===== src/design/pvau_pkg.sv =====
`timescale 1ns / 1ps
// ----------------------------------------------------------------------------
// pvau_pkg
// Shared constants, codes and controller/datapath interface types for the
// polyphonic voice allocator.
// ----------------------------------------------------------------------------
package pvau_pkg;

  localparam int VoiceCount = 8;
  localparam int VoiceIdxW  = (VoiceCount > 1) ? $clog2(VoiceCount) : 1;
  localparam int NoteW      = 7;
  localparam int VoiceOutW  = 3;
  localparam int MaskOutW   = 8;
  localparam int KindW      = 2;

  // event kinds
  localparam logic OpNoteOn  = 1'b0;
  localparam logic OpNoteOff = 1'b1;

  // choice kinds
  localparam logic [KindW-1:0] KindSame   = 2'd0;
  localparam logic [KindW-1:0] KindIdle   = 2'd1;
  localparam logic [KindW-1:0] KindStolen = 2'd2;
  localparam logic [KindW-1:0] KindOff    = 2'd3;

  typedef struct packed {
    logic load;    // capture request, reset scan state
    logic issue;   // read next voice, advance scan counter
    logic finish;  // commit allocation, load result registers
  } pvau_cmd_t;

  typedef struct packed {
    logic scan_last;  // counter sits on the last voice
  } pvau_status_t;

endpackage


===== src/design/polyphonic_voice_allocator_unit.sv =====
`timescale 1ns / 1ps
// ----------------------------------------------------------------------------
// polyphonic_voice_allocator_unit
// Note-on/note-off voice allocator: reuse same note, else lowest idle voice,
// else round-robin steal. One result per request.
// ----------------------------------------------------------------------------
// sequence: the accepting edge loads the request, the scan reads one note store
// entry per cycle through the single RAM read port, a drain state lets the last
// voice compare, the finish state commits, and done_o is registered from it;
// a new request is accepted in the strobe cycle
// reset: asynchronous, active low; all voices idle and unassigned, steal
// pointer at voice 0; the result strobe cannot be stalled by the receiver
module polyphonic_voice_allocator_unit (
  input  logic                          clk_i,
  input  logic                          rst_ni,
  input  logic                          start,
  output logic                          busy,
  input  logic                          operation_i,
  input  logic [pvau_pkg::NoteW-1:0]    note_number_i,
  output logic                          done_o,
  output logic [pvau_pkg::VoiceOutW-1:0] voice_index_o,
  output logic [pvau_pkg::KindW-1:0]    choice_kind_o,
  output logic [pvau_pkg::MaskOutW-1:0] released_mask_o,
  output logic [pvau_pkg::MaskOutW-1:0] active_mask_o
);
  import pvau_pkg::*;

  pvau_cmd_t    cmd;
  pvau_status_t status;

  pvau_ctrl u_ctrl (
    .clk_i   (clk_i),
    .rst_ni  (rst_ni),
    .start   (start),
    .busy    (busy),
    .done_o  (done_o),
    .cmd_o   (cmd),
    .status_i(status)
  );

  pvau_datapath u_dp (
    .clk_i          (clk_i),
    .rst_ni         (rst_ni),
    .cmd_i          (cmd),
    .status_o       (status),
    .operation_i    (operation_i),
    .note_number_i  (note_number_i),
    .voice_index_o  (voice_index_o),
    .choice_kind_o  (choice_kind_o),
    .released_mask_o(released_mask_o),
    .active_mask_o  (active_mask_o)
  );

endmodule


===== src/design/pvau_ram.sv =====
`timescale 1ns / 1ps
// ----------------------------------------------------------------------------
// pvau_ram
// Generic single-write, single-read RAM with registered read data.
// ----------------------------------------------------------------------------
module pvau_ram #(
  parameter int Width = 8,
  parameter int Depth = 8
) (
  input  logic                     clk_i,
  input  logic                     we_i,
  input  logic [$clog2(Depth)-1:0] waddr_i,
  input  logic [Width-1:0]         wdata_i,
  input  logic [$clog2(Depth)-1:0] raddr_i,
  output logic [Width-1:0]         rdata_o
);

  logic [Width-1:0] mem_q [Depth];
  logic [Width-1:0] rdata_q;

  always_ff @(posedge clk_i) begin
    if (we_i) begin
      mem_q[waddr_i] <= wdata_i;
    end
    rdata_q <= mem_q[raddr_i];
  end

  assign rdata_o = rdata_q;

endmodule


===== src/design/pvau_datapath.sv =====
`timescale 1ns / 1ps
// ----------------------------------------------------------------------------
// pvau_datapath
// Voice state, note store, scan counter, match/idle search and result
// registers of the voice allocator.
// ----------------------------------------------------------------------------
module pvau_datapath (
  input  logic                          clk_i,
  input  logic                          rst_ni,
  input  pvau_pkg::pvau_cmd_t           cmd_i,
  output pvau_pkg::pvau_status_t        status_o,
  input  logic                          operation_i,
  input  logic [pvau_pkg::NoteW-1:0]    note_number_i,
  output logic [pvau_pkg::VoiceOutW-1:0] voice_index_o,
  output logic [pvau_pkg::KindW-1:0]    choice_kind_o,
  output logic [pvau_pkg::MaskOutW-1:0] released_mask_o,
  output logic [pvau_pkg::MaskOutW-1:0] active_mask_o
);
  import pvau_pkg::*;

  logic                 op_q;
  logic [NoteW-1:0]     note_q;
  logic [VoiceIdxW-1:0] cnt_q, cnt_d;
  logic                 cmp_vld_q;
  logic [VoiceIdxW-1:0] cmp_idx_q;
  logic                 found_match_q, found_match_d;
  logic                 found_idle_q, found_idle_d;
  logic [VoiceIdxW-1:0] match_idx_q, match_idx_d;
  logic [VoiceIdxW-1:0] idle_idx_q, idle_idx_d;
  logic [VoiceCount-1:0] active_q, active_d;
  logic [VoiceCount-1:0] assigned_q, assigned_d;
  logic [VoiceCount-1:0] rel_q, rel_d;
  logic [VoiceIdxW-1:0] steal_q, steal_d;
  logic [NoteW-1:0]     rdata;
  logic                 match_now;
  logic                 idle_now;
  logic [VoiceIdxW-1:0] chosen;
  logic [KindW-1:0]     kind;
  logic                 ram_we;
  logic [VoiceCount-1:0] active_after;
  logic [VoiceIdxW+VoiceOutW-1:0] voice_ext;
  logic [VoiceCount+MaskOutW-1:0] act_ext;
  logic [VoiceCount+MaskOutW-1:0] rel_ext;
  logic [VoiceOutW-1:0] voice_res_q;
  logic [KindW-1:0]     kind_res_q;
  logic [MaskOutW-1:0]  rel_res_q;
  logic [MaskOutW-1:0]  act_res_q;

  // note store: its read data only counts for assigned voices, so it needs no reset
  pvau_ram #(
    .Width(NoteW),
    .Depth(VoiceCount)
  ) u_note_ram (
    .clk_i  (clk_i),
    .we_i   (ram_we),
    .waddr_i(chosen),
    .wdata_i(note_q),
    .raddr_i(cnt_q),
    .rdata_o(rdata)
  );

  assign status_o.scan_last = (cnt_q == VoiceIdxW'(VoiceCount - 1));

  assign match_now = cmp_vld_q && assigned_q[cmp_idx_q] && (rdata == note_q);
  assign idle_now  = cmp_vld_q && !active_q[cmp_idx_q];

  always_comb begin
    if (found_match_q) begin
      chosen = match_idx_q;
      kind   = KindSame;
    end else if (found_idle_q) begin
      chosen = idle_idx_q;
      kind   = KindIdle;
    end else begin
      chosen = steal_q;
      kind   = KindStolen;
    end
  end

  assign ram_we = cmd_i.finish && (op_q == OpNoteOn);

  always_comb begin
    cnt_d         = cnt_q;
    found_match_d = found_match_q;
    found_idle_d  = found_idle_q;
    match_idx_d   = match_idx_q;
    idle_idx_d    = idle_idx_q;
    active_d      = active_q;
    assigned_d    = assigned_q;
    rel_d         = rel_q;
    steal_d       = steal_q;
    active_after  = active_q;
    if (cmd_i.load) begin
      cnt_d         = '0;
      found_match_d = 1'b0;
      found_idle_d  = 1'b0;
      rel_d         = '0;
    end
    if (cmd_i.issue) begin
      cnt_d = cnt_q + 1'b1;
    end
    if (op_q == OpNoteOn) begin
      if (match_now && !found_match_q) begin
        found_match_d = 1'b1;
        match_idx_d   = cmp_idx_q;
      end
      if (idle_now && !found_idle_q) begin
        found_idle_d = 1'b1;
        idle_idx_d   = cmp_idx_q;
      end
    end else if (match_now) begin
      active_d[cmp_idx_q] = 1'b0;
      rel_d[cmp_idx_q]    = 1'b1;
    end
    if (op_q == OpNoteOn) begin
      active_after[chosen] = 1'b1;
    end
    if (ram_we) begin
      active_d[chosen]   = 1'b1;
      assigned_d[chosen] = 1'b1;
      if (!found_match_q && !found_idle_q) begin
        steal_d = (steal_q == VoiceIdxW'(VoiceCount - 1)) ? '0 : steal_q + 1'b1;
      end
    end
  end

  assign voice_ext = {{VoiceOutW{1'b0}}, chosen};
  assign act_ext   = {{MaskOutW{1'b0}}, active_after};
  assign rel_ext   = {{MaskOutW{1'b0}}, rel_q};

  always_ff @(posedge clk_i or negedge rst_ni) begin
    if (!rst_ni) begin
      cnt_q         <= '0;
      cmp_vld_q     <= 1'b0;
      found_match_q <= 1'b0;
      found_idle_q  <= 1'b0;
      active_q      <= '0;
      assigned_q    <= '0;
      rel_q         <= '0;
      steal_q       <= '0;
    end else begin
      cnt_q         <= cnt_d;
      cmp_vld_q     <= cmd_i.issue;
      found_match_q <= found_match_d;
      found_idle_q  <= found_idle_d;
      active_q      <= active_d;
      assigned_q    <= assigned_d;
      rel_q         <= rel_d;
      steal_q       <= steal_d;
    end
  end

  always_ff @(posedge clk_i) begin
    cmp_idx_q   <= cnt_q;
    match_idx_q <= match_idx_d;
    idle_idx_q  <= idle_idx_d;
    if (cmd_i.load) begin
      op_q   <= operation_i;
      note_q <= note_number_i;
    end
    if (cmd_i.finish) begin
      if (op_q == OpNoteOn) begin
        voice_res_q <= voice_ext[VoiceOutW-1:0];
        kind_res_q  <= kind;
        rel_res_q   <= '0;
      end else begin
        voice_res_q <= '0;
        kind_res_q  <= KindOff;
        rel_res_q   <= rel_ext[MaskOutW-1:0];
      end
      act_res_q <= act_ext[MaskOutW-1:0];
    end
  end

  assign voice_index_o   = voice_res_q;
  assign choice_kind_o   = kind_res_q;
  assign released_mask_o = rel_res_q;
  assign active_mask_o   = act_res_q;

endmodule


===== src/design/pvau_ctrl.sv =====
`timescale 1ns / 1ps
// ----------------------------------------------------------------------------
// pvau_ctrl
// Sequencer of the voice allocator: accepts a request, walks the scan,
// commits the allocation and strobes the result.
// ----------------------------------------------------------------------------
module pvau_ctrl (
  input  logic                   clk_i,
  input  logic                   rst_ni,
  input  logic                   start,
  output logic                   busy,
  output logic                   done_o,
  output pvau_pkg::pvau_cmd_t    cmd_o,
  input  pvau_pkg::pvau_status_t status_i
);
  import pvau_pkg::*;

  localparam logic [1:0] StIdle   = 2'd0;
  localparam logic [1:0] StScan   = 2'd1;
  localparam logic [1:0] StDrain  = 2'd2;
  localparam logic [1:0] StFinish = 2'd3;

  logic [1:0] state_q, state_d;
  logic       done_q;

  always_comb begin
    state_d      = state_q;
    cmd_o.load   = 1'b0;
    cmd_o.issue  = 1'b0;
    cmd_o.finish = 1'b0;
    unique case (state_q)
      StIdle: begin
        if (start) begin
          cmd_o.load = 1'b1;
          state_d    = StScan;
        end
      end
      StScan: begin
        cmd_o.issue = 1'b1;
        if (status_i.scan_last) begin
          state_d = StDrain;
        end
      end
      // last voice compares here
      StDrain: begin
        state_d = StFinish;
      end
      StFinish: begin
        cmd_o.finish = 1'b1;
        state_d      = StIdle;
      end
      default: begin
        state_d = StIdle;
      end
    endcase
  end

  always_ff @(posedge clk_i or negedge rst_ni) begin
    if (!rst_ni) begin
      state_q <= StIdle;
      done_q  <= 1'b0;
    end else begin
      state_q <= state_d;
      done_q  <= (state_q == StFinish);
    end
  end

  assign busy   = (state_q != StIdle);
  assign done_o = done_q;

endmodule


===== config.mk =====
export PLATFORM = sky130hd
export DESIGN_NAME = polyphonic_voice_allocator_unit
export DESIGN_NICKNAME = d
export VERILOG_FILES = /design/src/design/pvau_pkg.sv /design/src/design/polyphonic_voice_allocator_unit.sv /design/src/design/pvau_ram.sv /design/src/design/pvau_datapath.sv /design/src/design/pvau_ctrl.sv
export SDC_FILE = /design/constraint.sdc
export NUM_CORES = 1
export LEC_CHECK = 0
export BUFFER_PORTS_ARGS = -buffer_cell sky130_fd_sc_hd__buf_4
export CAP_MARGIN = 0
export CORE_ASPECT_RATIO = 0.6
export CORE_MARGIN = 4
export CORE_UTILIZATION = 25
export CTS_CLUSTER_DIAMETER = 50
export DETAILED_ROUTE_END_ITERATION = 12
export GPL_TIMING_DRIVEN = 0
export PLACE_DENSITY = 0.4
export SKIP_CTS_REPAIR_TIMING = 1
export SKIP_LAST_GASP = 1
export SYNTH_ARGS = -nofsm -noshare
export SYNTH_HDL_FRONTEND = slang
export SYNTH_SLANG_ARGS = --single-unit

===== constraint.sdc =====
create_clock -name clk_i -period 2.8 [get_ports clk_i]
set_input_delay 0.14 -clock clk_i [delete_from_list [all_inputs] [get_ports clk_i]]
set_output_delay 0.14 -clock clk_i [all_outputs]
set_load 0.01 [all_outputs]

==> impl_metrics.py, run 1 <==
metrics = {
    "final_layout": {
        "area_growth_pct": 22.82,
        "drive_gt1_share_pct": 29.58,
        "fin_area_um2": 6681,
        "finalNetCount": 416,
        "final_util_pct": 31.54,
        "n_fill_cell": 2099,
        "n_antenna_cell": 0,
    },
    "cts": {
        "clk_latency_ns": 0.42,
        "cts_made_buffers": 17,
        "cts.htree.levels": 4,
        "cts.sinks": 137,
        "cts-root-buf": "clkbuf_16",
        "ctsLongestPathBuffers": 2,
        "clkTransAtPathRegs_ns": 0.06,
        "cts_tree": "yes",
    },
    "placement": {
        "place_area_um2": 6037,
        "pre_cts_slack_ns": -0.1431,
        "hpwl_mm": 8.513,
        "gp_congestion": 0.7973,
        "io_buffer_count": 33,
    },
    "timing": {
        "hold_viol_final": 0,
        "whs_ns": 0.1359,
        "clock_skew_ns": 0.008311,
        "setup_ws_ns": 0.3510,
        "slew_viol_final": 0,
        "finalSetupViolCount": 0,
        "finalCritPeriodShare_pct": 87.46,
        "max_slew.worst_pin.slew_ns": 0.7716,
        "period_needed_ns": 2.449,
        "relSlewSlack_pct": 48.50,
        "rsz0062_at_grt": "no",
        "max_freq_mhz": 408.3,
    },
    "setup_path": {
        "path_buf_inv": 1,
        "max_stage_delay_ns": 0.62,
        "path_class": "reg2reg",
        "reg2reg_slack_ns": 0.35,
        "cp-start-kind": "flip-flop",
        "slowest_stage": "ha_2",
        "crit_chain": "ha_2 > inv_1 > or2_4 > nor2_2",
        "critPathMaxFanout": 24,
        "cp.arrival_ns": 2.50,
        "crit_family": "simple AND/OR/NAND/NOR gates",
        "cp-end-kind": "flip-flop",
        "cp.required_ns": 2.85,
    },
    "yosys": {
        "ys_seq_elements": 137,
        "synthArstFlopShare_pct": 26.28,
        "synthesis.area_um2": 5440,
        "syn_nets": 355,
        "synth_top_cell_area_share_pct": 50.23,
        "ys_warn_count": 0,
        "synth_edf_count": 91,
        "ys_types": 49,
        "syn_avg_cell_area_um2": 16.24,
        "synthCells": 335,
        "seq_area_frac_synth_pct": 70.47,
        "synth_area_leader_cell": "edfxtp_1",
        "synth.area.top_cells": "edfxtp_1 50%, dfrtp_1 17%, mux4_2 6.2%, dfxtp_1 3.7%, mux2_2 2.5%",
        "synthFlopType": "edfxtp_1",
    },
    "detailed_routing": {
        "vias": 2965,
        "ant_nets": 0,
        "drtIter0Drc": 164,
        "drcViolationCount": 0,
        "routed_wl_mm": 12.41,
        "vias_per_cell": 4.310,
        "dr.pass1.iters": 4,
        "wire_per_inst_um": 18.04,
    },
    "power_and_ir_drop": {
        "powerDensity_nw_per_um2": 1078,
        "ir_drop_mv": 0.5653,
        "p_leak_nw": 2.485,
    },
    "global_routing": {
        "grt_pass1_wl_mm": 19.21,
        "gr-total-overflow": 0,
        "grt_pass1_vias": 3110,
        "grt.total_usage_pct": 11.01,
        "grt_start_max_net_pins": 37,
        "antenna_found_initial": 0,
    },
    "floorplanning": {
        "die_area_um2": 24260,
        "die_h_um": 122.3,
        "row_count": 41,
        "die_w_um": 198.4,
        "io_pins": 34,
        "core_um2": 21190,
        "start_util_pct": 25.68,
    },
    "job": {
        "maxCapViolations": 0,
    },
    "status": {
        "status": "completed",
    },
    "min_path": {
        "min_path_type": "in2reg",
    },
}
## per-layer routing
metal	part of all wire [%]	vias to the layer above	GRT usage, %	wire length [um]
met5	0	-	0	0
met3	4.2	13	3.347	518
met4	1.3	0	3.843	164
met2	40	47	14.22	4920
met1	55	1529	17.15	6805
li1	-	1376	-	-
## Yosys cell counts, types with 2 or more instances
master and count:
clkbuf_1 6, mux2i_1 4, xnor2_1 7, nand3_1 3, or2_1 8, nand2_4 2
ha_1 9, and2_1 10, a31o_2 4, nor2_2 9, o21ai_1 4, o21a_1 2
o21ai_0 4, edfxtp_1 91, nor2_1 11, nor3_1 2, nand4_1 7, mux4_2 15
a21oi_1 2, buf_6 2, nand2_1 30, o31ai_1 2, dfrtp_1 36, inv_1 8
a21o_1 8, o21bai_1 4, mux2_2 12, buf_2 3, dfxtp_1 10
## path summary, 6_finish.rpt
check	start	to	cells after the start
max	u_ctrl.state_q[1]	u_dp.u_note_ram.mem_q[2][0]	4
min	start	u_ctrl.state_q[0]	3
max reg2reg	u_ctrl.state_q[1]	u_dp.u_note_ram.mem_q[2][0]	4
min reg2reg	u_dp.cnt_q[2]	u_dp.cmp_idx_q[2]	0
max in group asynchronous	rst_ni	u_dp.rel_q[0]	2
min in group asynchronous	rst_ni	u_ctrl.done_o	2
## layout make-up
type,instances,area (um^2),share of cell area (%)
clock buffer,17,425.4,6.367
buffer,12,67.56,1.011
multi-input combinational,178,1511,22.62
tap,279,349.1,5.225
timing repair buffer,42,337.8,5.056
clock inverter,15,126.4,1.891
inverter,8,30.03,0.4494
sequential,137,3834,57.38
## state kept, by name, indices dropped and copies added (netlist names), 2 cells and up
signal                   cells
u_dp.u_note_ram.mem_q       56
u_dp.active_mask_o           8
u_dp.active_q                8
u_dp.assigned_q              8
u_dp.rel_q                   8
u_dp.released_mask_o         8
u_dp.note_q                  7
u_dp.u_note_ram.rdata_o      7
u_dp.cmp_idx_q               3
u_dp.cnt_q                   3
u_dp.idle_idx_q              3
u_dp.match_idx_q             3
u_dp.steal_q                 3
u_dp.voice_index_o           3
u_ctrl.state_q               2
u_dp.choice_kind_o           2
## power breakdown
part | switching [mW] | internal, mW | total (mW)
combinational | 1.14 | 0.927 | 2.07
sequential | 0.283 | 2.74 | 3.03
clock | 0.885 | 1.22 | 2.11
## cell usage in the layout (no fill, tap or decap), drive strengths merged, types with 12 or more instances in the layout
| cell | synthesis | layout |
|---|---|---|
| edfxtp | 91 | 91 |
| buf | 6 | 39 |
| dfrtp | 36 | 36 |
| nand2 | 32 | 32 |
| clkbuf | 6 | 23 |
| nor2 | 20 | 20 |
| mux4 | 15 | 15 |
| mux2 | 13 | 13 |
| inv | 8 | 12 |
## stage by stage
stage	total power, mW	std cells	setup TNS, ns
floorplan	4.390	335	0
global placement	5.129	647	-1.444
detailed placement	5.150	647	-3.151
CTS	7.295	679	-5.370
global route	7.632	688	0
finish	7.200	688	0
## cell families after synthesis
kind of cell               count (synthesis)  share of synthesized area (%)
adders and majority gates                  9                          2.070
buffers and inverters                     20                          1.794
xor gates and xnor gates                   7                          1.127
muxes                                     33                          10.12
and+or+nand+nor                           90                          8.671
DFF                                      137                          70.47
AOI/OAI and AO/OA                         39                          5.750
## worst register-to-register path, delay by kind of cell (launching register included)
| family | cells | cell delay (ns) |
|---|---|---|
| adders and majority gates | 1 | 0.62 |
| buffers and inverters | 1 | 0.19 |
| DFF | 1 | 0.39 |
| and+or+nand+nor | 2 | 0.88 |
No activity file was read; power rests on OpenSTA's default activity.
==> run 2, diff against run 1 <==
- GPL_TIMING_DRIVEN: 0 -> default
==> run 2 against run 1 <==
Against the previous run:
- final area up 0.60%
- first-iteration DRC count grew 1.2%
- register-to-register slack gained 0.18 ns
- core utilization is 0.19 points higher
- sequential share of layout area decreased by 0.34 points
- power rose by 2.2%
- clock power up 7%
- worst setup slack improved by 0.18 ns
- final cell count down 0.58%
- critical path depth unchanged
- critical path type unchanged
- largest cell class unchanged
- largest power group unchanged
==> impl_metrics.py, run 2 (synthesis gave the netlist of run 1 again) <==
metrics = {
    "final_layout": {
        "n_antenna_cell": 0,
        "regMostFlops": "u_dp.u_note_ram.mem_q",
        "finalNetCount": 412,
        "final_common_cell": "edfxtp_1",
        "drive_gt1_share_pct": 30.12,
        "stdcell_count": 684,
        "largest_register_ffs": 56,
        "area_growth_pct": 23.55,
        "layout_common_cells": "91 x edfxtp_1, 41 x buf_4, 36 x dfrtp_1",
    },
    "power_and_ir_drop": {
        "power_mw": 7.360,
        "ir_drop_mv": 0.4235,
        "p_leak_nw": 2.505,
        "powerDensity_nw_per_um2": 1095,
    },
    "global_routing": {
        "grt_start_max_net_pins": 37,
        "gr-total-overflow": 0,
        "grt_pass1_vias": 2989,
        "antenna_found_initial": 0,
        "grt_pass1_wl_mm": 19.31,
        "grt.total_usage_pct": 11.13,
    },
    "cts": {
        "cts-root-buf": "clkbuf_16",
        "clk_latency_ns": 0.41,
        "clkTransAtPathRegs_ns": 0.06,
        "ctsLongestPathBuffers": 2,
        "cts.sinks": 137,
        "cts_tree": "yes",
        "cts_made_buffers": 17,
        "cts.htree.levels": 4,
    },
    "placement": {
        "io_buffer_count": 33,
        "gp_congestion": 0.7723,
        "hpwl_mm": 8.987,
        "place_inst": 643,
    },
    "detailed_routing": {
        "wire_per_inst_um": 18.50,
        "vias_per_cell": 4.275,
        "drtIter0Drc": 166,
        "ant_nets": 0,
        "dr.pass1.iters": 4,
        "drcViolationCount": 0,
        "routed_wl_mm": 12.66,
        "vias": 2924,
    },
    "setup_path": {
        "critical_path_depth": 4,
        "crit_start": "u_dp.found_idle_q",
        "crit_end": "u_dp.u_note_ram.mem_q[4][5]",
        "path_buf_inv": 0,
        "r2r-end": "u_dp.u_note_ram.mem_q[4][5]",
        "crit_chain": "mux2i_4 > o211ai_2 > or2_4 > nor2_2",
        "critPathMaxFanout": 9,
        "path_class": "reg2reg",
        "cp-start-kind": "flip-flop",
        "cp-end-kind": "flip-flop",
        "reg2reg_from": "u_dp.found_idle_q",
        "max_stage_delay_ns": 0.54,
        "cp.required_ns": 2.84,
        "slowest_stage": "dfrtp_1",
        "reg2reg_slack_ns": 0.54,
        "reg2reg_depth": 4,
        "cp.arrival_ns": 2.30,
        "crit_family": "simple AND/OR/NAND/NOR gates",
    },
    "floorplanning": {
        "die_area_um2": 24260,
        "io_pins": 34,
        "start_util_pct": 25.68,
        "die_h_um": 122.3,
        "core_um2": 21190,
        "row_count": 41,
        "die_w_um": 198.4,
    },
    "job": {
        "maxCapViolations": 0,
    },
    "timing": {
        "max_slew.worst_pin.slew_ns": 0.8490,
        "rsz0062_at_grt": "no",
        "finalSetupViolCount": 0,
        "slew_viol_final": 0,
        "finalCritPeriodShare_pct": 80.86,
        "period_needed_ns": 2.264,
        "fin_tns_setup_ns": 0,
        "max_freq_mhz": 441.7,
        "relSlewSlack_pct": 43.40,
        "clock_skew_ns": 0.01364,
        "hold_viol_final": 0,
    },
    "status": {
        "status": "completed",
    },
    "min_path": {
        "min_path_type": "in2reg",
    },
}
## run 2: cell types whose count changed in the layout (fill, tap and decap cells not counted), sizes merged
cell    previous run  this run
clkbuf            23        18
buf               39        41
clkinv             8         7
bufinv             1         3
inv               12        10
## run 2: power by group
part           internal (mW)  total (mW)  switching, mW
Combinational          0.907        1.94           1.03
Clock                   1.41        2.26          0.856
Sequential              2.74        3.16          0.419
## run 2: tightest hold or removal path, delay by kind of cell
kind                   cells  cell delay, ns
buffers and inverters      1            0.08
AOI/OAI and AO/OA          2            0.25
## run 2: final cells by class
class	instances	area (um^2)
clock buffers	18	429.2
well taps	279	349.1
repair buffers	50	397.9
flip-flops and latches	137	3834
inverters	8	30.03
clock inverters	14	172.7
multi-input cells	178	1509
fillers	2086	14470
## run 2: worst min-delay path by stage
stage,cells past startpoint,slack [ns],endpoint,from
6_report,3,0.11,u_ctrl.state_q[0],start
5_1_grt,3,0.11,u_ctrl.state_q[0],start
4_1_cts,1,-0.31,u_ctrl.done_o,rst_ni
3_5_place_dp,1,0.15,u_ctrl.done_o,rst_ni
3_3_place_gp,1,0.14,u_ctrl.done_o,rst_ni
2_1_floorplan,0,-0.16,u_ctrl.done_o,rst_ni
## run 2: per-stage QoR
stage | util (%) | hold slack (ns) | area (um^2) | setup slack [ns]
after floorplan | - | -0.1556 | 5440 | 0.6339
after global placement | 28.46 | 0.1359 | 6030 | 0.5213
after detailed placement | 28.46 | 0.1488 | 6030 | 0.5284
after CTS | 31.30 | -0.3065 | 6631 | 0.5194
after global routing | 31.72 | 0.1111 | 6721 | 0.3814
final | 31.72 | 0.1078 | 6721 | 0.5360
## run 2: routing by layer
metal	wire length [um]	up-vias	share of wire, %	global-route usage [%]
li1	-	1365	-	-
met1	7230	1491	57	18.43
met2	4647	55	37	13.39
met3	637	13	5.0	3.210
met4	141	0	1.1	3.459
met5	0	-	0	0
